===== config.mk =====
export PLATFORM = sky130hd
export DESIGN_NAME = rpnc_ctrl
export DESIGN_NICKNAME = d
export VERILOG_FILES = /design/src/hdl/rpnc_pkg.sv /design/src/hdl/rpnc_ctrl.sv
export SDC_FILE = /design/constraint.sdc
export NUM_CORES = 1
export LEC_CHECK = 0
export BUFFER_PORTS_ARGS = -buffer_cell sky130_fd_sc_hd__buf_4
export CORE_AREA = 2 2 39 41
export CTS_BUF_LIST = sky130_fd_sc_hd__clkbuf_2 sky130_fd_sc_hd__clkbuf_4 sky130_fd_sc_hd__clkbuf_8
export DETAILED_ROUTE_END_ITERATION = 10
export DIE_AREA = 0 0 41 43
export PLACE_DENSITY = 0.39
export SKIP_CTS_REPAIR_TIMING = 1
export SYNTH_ARGS = -nofsm -noshare
export SYNTH_HDL_FRONTEND = slang
export SYNTH_SLANG_ARGS = --single-unit

===== constraint.sdc =====
create_clock -name clk -period 2.7 [get_ports clk]
set_input_delay 0.27 -clock clk [delete_from_list [all_inputs] [get_ports clk]]
set_output_delay 0.27 -clock clk [all_outputs]
set_load 0.1 [all_outputs]

===== src/hdl/rpnc_pkg.sv =====
`timescale 1ns / 1ps
// ----------------------------------------------------------------------------
// RPN calculator package
// Opcodes, status codes and the structures passed between the controller,
// the datapath and the arithmetic unit.
// ----------------------------------------------------------------------------
package rpnc_pkg;

  localparam logic [3:0] OP_PUSH = 4'd0;
  localparam logic [3:0] OP_POP  = 4'd1;
  localparam logic [3:0] OP_ADD  = 4'd2;
  localparam logic [3:0] OP_SUB  = 4'd3;
  localparam logic [3:0] OP_MUL  = 4'd4;
  localparam logic [3:0] OP_DIV  = 4'd5;
  localparam logic [3:0] OP_LOAD = 4'd6;
  localparam logic [3:0] OP_ACC  = 4'd7;
  localparam logic [3:0] OP_CMP  = 4'd8;

  localparam logic [2:0] ST_OK   = 3'd0;
  localparam logic [2:0] ST_FULL = 3'd1;
  localparam logic [2:0] ST_FEW  = 3'd2;
  localparam logic [2:0] ST_DIVZ = 3'd3;
  localparam logic [2:0] ST_SAT  = 3'd4;

  localparam logic [31:0] Q_MAX = 32'h7FFF_FFFF;
  localparam logic [31:0] Q_MIN = 32'h8000_0000;

  typedef struct packed {
    logic take;
    logic rd_top;
    logic rd_below;
    logic cap_top;
    logic cap_below;
    logic start_arith;
    logic commit;
  } ctl_cmd_t;

  typedef struct packed {
    logic need_read;
    logic is_bin;
    logic arith_done;
    logic out_free;
  } dp_stat_t;

  typedef struct packed {
    logic done;
    logic sat;
    logic divz;
  } arith_stat_t;

endpackage


===== src/hdl/rpnc_ctrl.sv =====
`timescale 1ns / 1ps
// ----------------------------------------------------------------------------
// RPN calculator controller
// Sequences stack reads, arithmetic and the final commit of each command.
// ----------------------------------------------------------------------------
module rpnc_ctrl (
  input  logic                clk,
  input  logic                rst_n,
  input  logic                in_valid,
  output logic                in_stall,
  input  rpnc_pkg::dp_stat_t  stat,
  output rpnc_pkg::ctl_cmd_t  cmd
);

  typedef enum logic [2:0] {
    S_IDLE, S_DEC, S_TOP, S_BELOW, S_START, S_WAIT, S_COMMIT
  } state_t;

  state_t state_r;
  state_t state_nxt;

  always_comb begin
    cmd       = '0;
    state_nxt = state_r;
    case (state_r)
      S_IDLE: begin
        if (in_valid) begin
          cmd.take  = 1'b1;
          state_nxt = S_DEC;
        end
      end
      S_DEC: begin
        if (stat.need_read) begin
          cmd.rd_top = 1'b1;
          state_nxt  = S_TOP;
        end else begin
          state_nxt = S_COMMIT;
        end
      end
      S_TOP: begin
        cmd.cap_top = 1'b1;
        if (stat.is_bin) begin
          cmd.rd_below = 1'b1;
          state_nxt    = S_BELOW;
        end else begin
          state_nxt = S_COMMIT;
        end
      end
      S_BELOW: begin
        cmd.cap_below = 1'b1;
        state_nxt     = S_START;
      end
      S_START: begin
        cmd.start_arith = 1'b1;
        state_nxt       = S_WAIT;
      end
      S_WAIT: begin
        if (stat.arith_done) begin
          state_nxt = S_COMMIT;
        end
      end
      S_COMMIT: begin
        if (stat.out_free) begin
          cmd.commit = 1'b1;
          state_nxt  = S_IDLE;
        end
      end
      default: begin
        state_nxt = S_IDLE;
      end
    endcase
  end

  always_ff @(posedge clk) begin
    if (!rst_n) begin
      state_r <= S_IDLE;
    end else begin
      state_r <= state_nxt;
    end
  end

  assign in_stall = (state_r != S_IDLE);

endmodule


==> metrics.txt <==
Final period util=62.6%; Worst VDD drop=0.301 mV; CP Depth=3; height of the die=43 um; Reg2Reg Depth=3; CTS tree=yes; GR Util met1=13.7%; most common library cells after synthesis=5 x nor3b_1, 4 x nor2_1, 3 x dfxtp_1, 2 x and3_1, 2 x nand2_1; Vias=280; worst setup margin=1.01 ns; CP required=2.43 ns; run status=complete, no violations; fin. max-slew vios=0; CP max-delay cell=dfxtp_1; Critical Path Sink=cmd[4]; total track usage=9.42%; die area=1760 um2; R2R setup slack=1.57 ns; num ports=15; Mapped Avg Cell Area=8.17 um2; DP HPWL=518 um; Synth Cell Area=278 um2; power per standard cell area=995 nW/um2; min-delay worst type=input port to register; async set-reset flop share out of synthesis=0%; area growth from synthesis to layout=56.3%; Final #Nets=57; reg-to-reg startpoint=state_r[0]; Clock Skew=0.00196 ns; clock transition at the registers of the reported paths=0.04 ns; first-pass GRT wire length=1130 um; crit end category=output pin; GR peak layer=met1; Hold Vio Cnt, Final=0; cell taking the most area after synthesis=dfxtp_1; Setup-failing EPs final=0; Longest Clk Path Bufs=2; number of synthesis warnings=0; Core Region=1380 um2; post-synthesis sequential element count=3; clock tree root driver cell=clkbuf_4; critical path arrival=1.42 ns; 1st-pass router iterations=2; Synth Instances=34; total power=0.432 mW; Antenna Cells=0; met2 usage=10.9%; post-route ant nets=0; max incr delay on CP=0.58 ns; Final Critical Period=1.69 ns; initial DRC count=1; Skew-Pair Late Insertion Delay=0.23 ns; Yosys cell types=23; max_slew headroom=71.0%; RSZ-0062 raised after global routing=no; row count=14; Max Cap Viol=0; initial antenna violation count=0; Placer Congestion=0.702; cell family with most CP delay=flip-flops; vias in the first global route=273; Worst Setup SP=state_r[0]; CTS H-tree depth=1; leading register cell type out of synthesis=dfxtp_1; hold path cells=2; number of vias per cell=4.31; most flop-heavy register=state_r; drt wl/cell=10.1 um; Routed WL=657 um; measured slew at the worst slew-check pin=0.435 ns; Max FO, Critical Path=12; most common cell in the netlist=nor3b_1; Lkg Pwr=0.206 nW; Starting Density=20.1%; WP buf/inv=1; Post-synth EDFFs=0; biggest regs=state_r (3); Synth area leaders=dfxtp_1 22%, nor3b_1 14%, a221oi_2 5.4%; Yosys top cell area share=21.6%; max FFs per register=3; sequential fraction of the synthesis area=21.6%; CP Class=register to output pin; Final TNS setup=0 ns; RR Endpoint=state_r[0]; fmax=592 MHz; largest net degree at the start of global routing=13; total global routing overflow=0; clk sinks=3; share of layout cells above drive strength 1=59.2%; CP Cell Sequence=nor2_1, and3_1, buf_4; DRC errors left=0; syn_nets=41; startpoint class of the critical path=register; CTS buffer count=3; met3 Resource Use GR=2.09%; Die X=41 um; I/O Buffers=14; pre-CTS setup slack=1.25 ns
[area by class of cell]
cell class | instances | area [um2]
clock buffers | 4 | 30.0
fillers | 164 | 950
inverters | 2 | 7.51
multi-input cells | 26 | 211
flip-flops and latches | 3 | 60.1
well taps | 16 | 20.0
repair buffers | 14 | 105
[worst reg2reg max path, cell delays in order (launching register included)]
cell,delay [ns]
dfxtp_1,0.58
and4bb_1,0.25
a21oi_2,0.11
o211a_1,0.15
[how the worst min path moves through the flow]
stage / start / to / slack, ns
2_1_floorplan: rst_n / state_r[1] / 0.39
3_3_place_gp: rst_n / state_r[1] / 0.51
3_5_place_dp: rst_n / state_r[1] / 0.50
4_1_cts: rst_n / state_r[1] / 0.26
5_1_grt: rst_n / state_r[1] / 0.26
6_report: rst_n / state_r[1] / 0.26
[power by group]
group,internal (mW),total [mW],switching (mW)
Clock,0.0653,0.0869,0.0216
Sequential,0.0546,0.0852,0.0306
Combinational,0.0714,0.260,0.188
[through the flow]
stage               std cells  hold WS [ns]  utilization, %  cell area [um2]
floorplan                  34         0.388               -              303
global placement           61         0.508            29.2              404
detailed placement         61         0.503            29.2              404
CTS                        65         0.259            31.4              434
global route               65         0.258            31.4              434
finish                     65         0.264            31.4              434
[metal layers]
layer  vias up  part of all wire, %
met5         -                    0
met4         0                    0
met1       121                   46
met2        11                   43
met3         0                   10
li1        148                    -
[cells by family after synthesis]
kind of cell           count (synthesis)  synth area share [%]
AOI/OAI and AO/OA                      7                  21.2
buffers and inverters                  5                  11.3
and+or+nand+nor                       19                  45.9
DFF                                    3                  21.6
[cells in the final DEF (no fill, tap or decap), drive strengths merged]
| cell type | netlist | routed |
|---|---|---|
| o211a | 1 | 1 |
| a211oi | 1 | 1 |
| and2 | 1 | 1 |
| o21ai | 1 | 1 |
| and4bb | 1 | 1 |
| o21a | 1 | 1 |
| inv | 2 | 2 |
| a21oi | 2 | 2 |
| dfxtp | 3 | 3 |
| buf | 3 | 14 |
| nand2b | 2 | 2 |
| clkbuf | 0 | 4 |
| nor3b | 5 | 5 |
| nor3 | 1 | 1 |
| nor2b | 1 | 1 |
| nor2 | 4 | 4 |
| a221oi | 1 | 1 |
| and3 | 2 | 2 |
| nand2 | 2 | 2 |
Note: power is estimated with default switching activity, not from simulation.
